===== config.mk =====
export PLATFORM = sky130hd
export DESIGN_NAME = positional_array_list_top
export DESIGN_NICKNAME = d
export VERILOG_FILES = /design/src/rtl/core/pal_pkg.sv /design/src/rtl/core/positional_array_list_top.sv
export SDC_FILE = /design/constraint.sdc
export NUM_CORES = 2
export LEC_CHECK = 0
export BUFFER_PORTS_ARGS = -buffer_cell sky130_fd_sc_hd__buf_4
export CAP_MARGIN = 10
export CORE_MARGIN = 2
export CORE_UTILIZATION = 51
export DETAILED_ROUTE_END_ITERATION = 6
export PLACE_DENSITY = 0.66
export RECOVER_POWER = 100
export SKIP_CTS_REPAIR_TIMING = 1
export SLEW_MARGIN = 20
export SYNTH_ARGS = -nofsm -noshare
export SYNTH_HDL_FRONTEND = slang
export SYNTH_SLANG_ARGS = --single-unit
export TNS_END_PERCENT = 50

===== constraint.sdc =====
create_clock -name clock -period 6.45 [get_ports clock]
set_input_delay 1.29 -clock clock [delete_from_list [all_inputs] [get_ports clock]]
set_output_delay 1.29 -clock clock [all_outputs]
set_load 0.02 [all_outputs]

===== src/rtl/core/pal_pkg.sv =====
// Shared types and constants for the positional array list.
// No dependencies; imported by positional_array_list_top.
`default_nettype none

package pal_pkg;

   localparam int DEPTH  = 64;
   localparam int IDX_W  = $clog2(DEPTH);
   localparam int CNT_W  = 7;
   localparam int DATA_W = 32;

   localparam logic [1:0] REQ_INSERT = 2'd0;
   localparam logic [1:0] REQ_DELETE = 2'd1;
   localparam logic [1:0] REQ_FIND   = 2'd2;

   localparam logic [1:0] ST_OK       = 2'd0;
   localparam logic [1:0] ST_FULL     = 2'd1;
   localparam logic [1:0] ST_BADPOS   = 2'd2;
   localparam logic [1:0] ST_NOTFOUND = 2'd3;

   typedef struct packed {
      logic [1:0]               req_type;
      logic [CNT_W-1:0]         position;
      logic signed [DATA_W-1:0] value;
   } req_payload_type;

   typedef struct packed {
      logic [1:0]       status;
      logic [CNT_W-1:0] match_position;
      logic [CNT_W-1:0] count;
      logic             last;
   } rsp_payload_type;

endpackage

`default_nettype wire


===== src/rtl/core/positional_array_list_top.sv =====
// Positional array list: insert, delete and find over a stored ordered list.
// Depends on pal_pkg for payload types, request codes and status codes.
// Full, bad-position, delete-at-end and empty-find answer straight from S_IDLE;
// an insert at the end writes directly; others shift up, deletes shift down, finds scan.
// One entry moved or compared per cycle; next request accepted once busy drops.
// Sync reset empties the list; entries hold no reset; results are never stalled.
`default_nettype none

module positional_array_list_top
   import pal_pkg::*;
(
   input  wire logic            clock,
   input  wire logic            reset,
   input  wire logic            start,
   output      logic            busy,
   input  wire req_payload_type req,
   output      logic            rsp_valid,
   output      rsp_payload_type rsp
);

   typedef enum logic [8:0] {
      S_IDLE      = 9'b000000001,
      S_INS_SHIFT = 9'b000000010,
      S_INS_FLUSH = 9'b000000100,
      S_INS_PUT   = 9'b000001000,
      S_DEL_SHIFT = 9'b000010000,
      S_DEL_FLUSH = 9'b000100000,
      S_FIND      = 9'b001000000,
      S_FIND_END  = 9'b010000000,
      S_FIND_LAST = 9'b100000000
   } state_type;

   state_type                state_ff, state_in;
   logic [IDX_W-1:0]         ptr_ff, ptr_in;
   logic [CNT_W-1:0]         count_ff, count_in;
   logic [1:0]               op_ff, op_in;
   logic [CNT_W-1:0]         pos_ff, pos_in;
   logic signed [DATA_W-1:0] value_ff, value_in;
   logic [CNT_W-1:0]         match_ff, match_in;
   logic                     have_ff, have_in;
   logic                     rd_valid_ff, rd_valid_in;
   logic [IDX_W-1:0]         rd_idx_ff;
   logic signed [DATA_W-1:0] rd_data_ff;
   logic                     rsp_valid_ff, rsp_valid_in;
   rsp_payload_type          rsp_ff, rsp_in;

   logic signed [DATA_W-1:0] entries_ff [DEPTH];
   logic                     mem_we;
   logic [IDX_W-1:0]         mem_waddr;
   logic signed [DATA_W-1:0] mem_wdata;

   logic [CNT_W-1:0] pos_m1;
   logic [CNT_W-1:0] cnt_m1;
   logic [CNT_W:0]   cnt_p1;
   logic             hit;

   assign pos_m1 = pos_ff - CNT_W'(1);
   assign cnt_m1 = count_ff - CNT_W'(1);
   assign cnt_p1 = {1'b0, count_ff} + (CNT_W+1)'(1);
   assign hit    = rd_valid_ff && (op_ff == REQ_FIND) && (rd_data_ff == value_ff);

   assign busy      = (state_ff != S_IDLE);
   assign rsp_valid = rsp_valid_ff;
   assign rsp       = rsp_ff;

   always_ff @(posedge clock) begin
      if (mem_we) begin
         entries_ff[mem_waddr] <= mem_wdata;
      end
      rd_data_ff <= entries_ff[ptr_ff];
   end

   always_comb begin
      mem_we    = 1'b0;
      mem_waddr = rd_idx_ff + IDX_W'(1);
      mem_wdata = rd_data_ff;
      priority if (state_ff == S_INS_PUT) begin
         mem_we    = 1'b1;
         mem_waddr = pos_m1[IDX_W-1:0];
         mem_wdata = value_ff;
      end else if (rd_valid_ff && (op_ff == REQ_INSERT)) begin
         mem_we = 1'b1;
      end else if (rd_valid_ff && (op_ff == REQ_DELETE)) begin
         mem_we    = 1'b1;
         mem_waddr = rd_idx_ff - IDX_W'(1);
      end
   end

   always_comb begin
      state_in     = state_ff;
      ptr_in       = ptr_ff;
      count_in     = count_ff;
      op_in        = op_ff;
      pos_in       = pos_ff;
      value_in     = value_ff;
      match_in     = match_ff;
      have_in      = have_ff;
      rd_valid_in  = 1'b0;
      rsp_valid_in = 1'b0;
      rsp_in       = '0;

      if (hit) begin
         if (have_ff) begin
            rsp_valid_in          = 1'b1;
            rsp_in.status         = ST_OK;
            rsp_in.match_position = match_ff;
            rsp_in.last           = 1'b0;
         end
         match_in = CNT_W'(rd_idx_ff) + CNT_W'(1);
         have_in  = 1'b1;
      end

      unique case (state_ff)
         S_IDLE: begin
            if (start) begin
               op_in    = req.req_type;
               pos_in   = req.position;
               value_in = req.value;
               have_in  = 1'b0;
               unique case (req.req_type)
                  REQ_INSERT: begin
                     rsp_in.last = 1'b1;
                     if (count_ff == CNT_W'(DEPTH)) begin
                        rsp_valid_in  = 1'b1;
                        rsp_in.status = ST_FULL;
                     end else if ((req.position == '0) ||
                                  ({1'b0, req.position} > cnt_p1)) begin
                        rsp_valid_in  = 1'b1;
                        rsp_in.status = ST_BADPOS;
                     end else if ({1'b0, req.position} == cnt_p1) begin
                        state_in = S_INS_PUT;
                     end else begin
                        ptr_in   = cnt_m1[IDX_W-1:0];
                        state_in = S_INS_SHIFT;
                     end
                  end
                  REQ_DELETE: begin
                     rsp_in.last = 1'b1;
                     if ((req.position == '0) || (req.position > count_ff)) begin
                        rsp_valid_in  = 1'b1;
                        rsp_in.status = ST_BADPOS;
                     end else if (req.position == count_ff) begin
                        rsp_valid_in  = 1'b1;
                        rsp_in.status = ST_OK;
                        count_in      = cnt_m1;
                     end else begin
                        ptr_in   = req.position[IDX_W-1:0];
                        state_in = S_DEL_SHIFT;
                     end
                  end
                  REQ_FIND: begin
                     if (count_ff == '0) begin
                        rsp_valid_in  = 1'b1;
                        rsp_in.status = ST_NOTFOUND;
                        rsp_in.last   = 1'b1;
                     end else begin
                        ptr_in   = '0;
                        state_in = S_FIND;
                     end
                  end
                  default: begin
                     state_in = S_IDLE;
                  end
               endcase
            end
         end
         S_INS_SHIFT: begin
            rd_valid_in = 1'b1;
            if (ptr_ff == pos_m1[IDX_W-1:0]) begin
               state_in = S_INS_FLUSH;
            end else begin
               ptr_in = ptr_ff - IDX_W'(1);
            end
         end
         S_INS_FLUSH: begin
            state_in = S_INS_PUT;
         end
         S_INS_PUT: begin
            count_in      = count_ff + CNT_W'(1);
            rsp_valid_in  = 1'b1;
            rsp_in.status = ST_OK;
            rsp_in.last   = 1'b1;
            state_in      = S_IDLE;
         end
         S_DEL_SHIFT: begin
            rd_valid_in = 1'b1;
            if (ptr_ff == cnt_m1[IDX_W-1:0]) begin
               state_in = S_DEL_FLUSH;
            end else begin
               ptr_in = ptr_ff + IDX_W'(1);
            end
         end
         S_DEL_FLUSH: begin
            count_in      = cnt_m1;
            rsp_valid_in  = 1'b1;
            rsp_in.status = ST_OK;
            rsp_in.last   = 1'b1;
            state_in      = S_IDLE;
         end
         S_FIND: begin
            rd_valid_in = 1'b1;
            if (ptr_ff == cnt_m1[IDX_W-1:0]) begin
               state_in = S_FIND_END;
            end else begin
               ptr_in = ptr_ff + IDX_W'(1);
            end
         end
         S_FIND_END: begin
            state_in = S_FIND_LAST;
         end
         S_FIND_LAST: begin
            rsp_valid_in = 1'b1;
            rsp_in.last  = 1'b1;
            if (have_ff) begin
               rsp_in.status         = ST_OK;
               rsp_in.match_position = match_ff;
            end else begin
               rsp_in.status = ST_NOTFOUND;
            end
            state_in = S_IDLE;
         end
         default: begin
            state_in = S_IDLE;
         end
      endcase

      rsp_in.count = count_in;
   end

   always_ff @(posedge clock) begin
      if (reset) begin
         state_ff     <= S_IDLE;
         count_ff     <= '0;
         rd_valid_ff  <= 1'b0;
         rsp_valid_ff <= 1'b0;
         have_ff      <= 1'b0;
      end else begin
         state_ff     <= state_in;
         count_ff     <= count_in;
         rd_valid_ff  <= rd_valid_in;
         rsp_valid_ff <= rsp_valid_in;
         have_ff      <= have_in;
      end
   end

   always_ff @(posedge clock) begin
      ptr_ff    <= ptr_in;
      op_ff     <= op_in;
      pos_ff    <= pos_in;
      value_ff  <= value_in;
      match_ff  <= match_in;
      rd_idx_ff <= ptr_ff;
      rsp_ff    <= rsp_in;
   end

   a_count_bound: assert property (@(posedge clock) disable iff (reset)
      count_ff <= CNT_W'(DEPTH))
      else $error("entry count exceeds depth");

   a_count_step: assert property (@(posedge clock) disable iff (reset)
      !$past(reset) |-> (count_ff == $past(count_ff)) ||
                        (count_ff == $past(count_ff) + CNT_W'(1)) ||
                        (count_ff == $past(count_ff) - CNT_W'(1)))
      else $error("entry count moved by more than one");

   a_more_pending: assert property (@(posedge clock) disable iff (reset)
      (rsp_valid_ff && !rsp_ff.last) |-> busy)
      else $error("non-final result with no find in progress");

   a_full_reply: assert property (@(posedge clock) disable iff (reset)
      (start && !busy && (req.req_type == REQ_INSERT) && (count_ff == CNT_W'(DEPTH)))
      |=> (rsp_valid && (rsp.status == ST_FULL) && rsp.last))
      else $error("insert on full list not refused");

   a_match_only_ok: assert property (@(posedge clock) disable iff (reset)
      (rsp_valid && (rsp.match_position != '0)) |-> (rsp.status == ST_OK))
      else $error("match position on a failing result");

endmodule

`default_nettype wire


==> impl_metrics.json <==
{
  "cp_max_fo": 34,
  "ios": 63,
  "grt_pass1_vias": 38700,
  "crit_type": "reg -> reg",
  "grt_antenna_before_repair": 0,
  "synth_top_flop_cell": "edfxtp_1",
  "syn-cell-area_um2": 84100,
  "cts.sinks": 2175,
  "drv_cap": 37,
  "swShare": 0.238,
  "final.setup_skew_ps": 38.1,
  "grt_max_degree": 136,
  "min_period_over_period": 0.854,
  "max_slew_margin": -1.06,
  "wire_per_inst_um": 31.0,
  "area.growth.synth_to_final_pct": 12.0,
  "clk_path_buf_depth": 3,
  "comb_power_share": 0.105,
  "slew_viol_final": 1306,
  "final_common_cell": "edfxtp_1",
  "post-place-ws_ps": 1980,
  "synth_edf_count": 2101,
  "run_status": "complete, but fails checks",
  "netlist_instances": 3682,
  "max_slew.worst_pin.slew_ps": 3080,
  "hold_path_class": "reg -> reg",
  "critical-path-slowest-cell": "clkbuf_1",
  "arrival_ps": 5920,
  "nFillCells": 11800,
  "cts_buffers": 211,
  "synthTopCellsByArea": "edfxtp_1 75%, mux4_2 17%, dfxtp_1 1.8%",
  "viasPerCell": 6.23,
  "start_kind": "flop",
  "setup_ws_ps": 940,
  "yosysTopAreaCellShare": 0.750,
  "synth_simple_gate_area_share": 0.0224,
  "core-area_um2": 164000,
  "grt_pass1_wl_um": 279000,
  "die_w_um": 410,
  "yosys_warnings": 0,
  "io_buffers": 62,
  "power.share.clock": 0.374,
  "clk_pin_slew_ps": 60,
  "rsz0062_at_grt": "false",
  "power_density_nw_per_um2": 340,
  "dieArea_um2": 168000,
  "synth_xor_area_frac": 0.00845,
  "ys_types": 68,
  "synth-adder-area-share": 0.00455,
  "synth_top_cell_by_area": "edfxtp_1",
  "peakVddDrop_mv": 0.313,
  "ys_ff_latch": 2175,
  "num_rows": 149,
  "clkLatencyLatePin_ps": 860,
  "start_util": 0.512,
  "grt.overflow.total": 0,
  "end_kind": "flop",
  "seq_power_share": 0.521,
  "synthesis.nets": 3756,
  "ys_seq_area_frac": 0.767,
  "synth.mux.area_fraction": 0.175,
  "max_freq_mhz": 181,
  "die_h_um": 410,
  "finalNetCount": 3967,
  "avgSynthCellArea_um2": 22.9,
  "min_period_ps": 5510,
  "cts_max_level": 4,
  "layout-drive-gt1-share": 0.277,
  "hold_ws_ps": 453,
  "drc": 0,
  "setup_tns_ps": 0,
  "violations": "max-capacitance violations, max-slew violations",
  "vias": 39000,
  "max_stage_delay_ps": 1230,
  "grt_use_total": 0.233,
  "gp_congestion": 0.867,
  "diodes": 0,
  "p_int_mw": 24.4,
  "crit_required_ps": 6860,
  "synth_top_family_by_area": "multiplexers",
  "cts_tree": "built",
  "setup-violations-final": 0,
  "p_sw_mw": 7.61,
  "ant_nets": 0,
  "leakage_nw": 29.4,
  "synth_compound_area_frac": 0.0113,
  "place_hpwl_um": 111000,
  "final_cell_mix": "2101 x edfxtp_1, 640 x mux4_2, 212 x clkbuf_16",
  "dr.first_iter.drc_count": 5231,
  "cp_common_cell": "nand2_1",
  "async_flop_share": 0,
  "first_pass_iters": 5,
  "ctsRootBufferMaster": "clkbuf_16",
  "crit_chain": "or4_1 > nor3_1 > buf_4 > nand2_1 > nand2_1 > clkbuf_1",
  "hold_viol": 0,
  "postLayoutCoreUtil": 0.573,
  "wl_um": 194000
}
[logic make-up (layout without fill, tap and decap cells)]
| kind of cell | Yosys count | after routing |
|---|---|---|
| buffers and inverters | 224 | 614 |
| AOI/OAI and AO/OA | 135 | 135 |
| xor gates and xnor gates | 78 | 78 |
| and+or+nand+nor | 373 | 373 |
| adders and majority gates | 30 | 30 |
| DFF | 2175 | 2175 |
| muxes | 667 | 667 |
[final timing paths]
path          startpoint                 end  slack [ps]  depth (start not counted)
max          state_ff[1]  entries_ff[58][12]         940                          6
min          match_ff[6]             rsp[14]         450                          1
max reg2reg  state_ff[1]  entries_ff[58][12]         940                          6
min reg2reg  match_ff[6]             rsp[14]         450                          1
[synth_stat cells, drive strengths merged, types with 3 or more instances]
cell type	count
a21oi	19
buf	108
xor2	42
a22oi	39
ha	29
or3	8
nor2	33
or4	5
o211ai	3
nor3	89
nand2b	3
mux4	640
inv	26
and2	16
mux2i	16
a21o	7
nor2b	14
nor4	14
and3	4
a211oi	16
a311oi	4
nand2	135
o21ai	22
a31oi	4
clkbuf	90
mux2	11
nand3	21
o21a	4
nand4	13
edfxtp	2101
dfxtp	74
nor3b	4
xnor2	34
[metrics by stage]
step	instances	total power [mW]	area [um^2]
finish	6261	32.0	94300
global route	6261	32.9	94300
detailed placement	5869	20.4	88100
CTS	6261	32.2	94900
floorplan	3682	18.9	84100
global placement	5868	20.3	88100
[per-layer routing]
layer  vias to the layer above  part of all wire  track usage
li1                      16100                 -            -
met1                     21000              0.41        0.342
met2                      1691              0.48        0.363
met3                       252             0.083       0.0449
met4                         0             0.024       0.0627
met5                         -                 0            0
[power groups by stage]
stage | logic [mW] | clock network (mW) | registers [mW]
after floorplan | 2.02 | 0 | 16.9
after global routing | 3.59 | 12.7 | 16.7
after detailed placement | 3.45 | 0 | 16.9
final | 3.37 | 12.0 | 16.7
after CTS | 3.45 | 12.2 | 16.6
after global placement | 3.36 | 0 | 16.9
[flip-flops by register name (all words and copies together) (netlist names), 2 cells and up]
register	cells
entries_ff	2048
rd_data_ff	32
value_ff	32
rsp	17
state_ff	9
count_ff	7
match_ff	7
pos_ff	6
ptr_ff	6
rd_idx_ff	6
op_ff	2
[final cells by class]
class	count	area (um^2)	area share
inverter	26	97.6	0.00104
clock inverter	135	1240	0.0132
sequential	2175	64600	0.685
multi-input combinational	1283	18800	0.199
tap	2189	2740	0.0291
clock buffer	257	5500	0.0584
timing repair buffer	196	1330	0.0141
[critical path: cells and delay by family, from the launching register on]
family,cells,cell delay (ps)
buffers and inverters,2,1820
and+or+nand+nor,4,2800
DFF,1,390
Note: power is estimated with default switching activity, not from simulation.
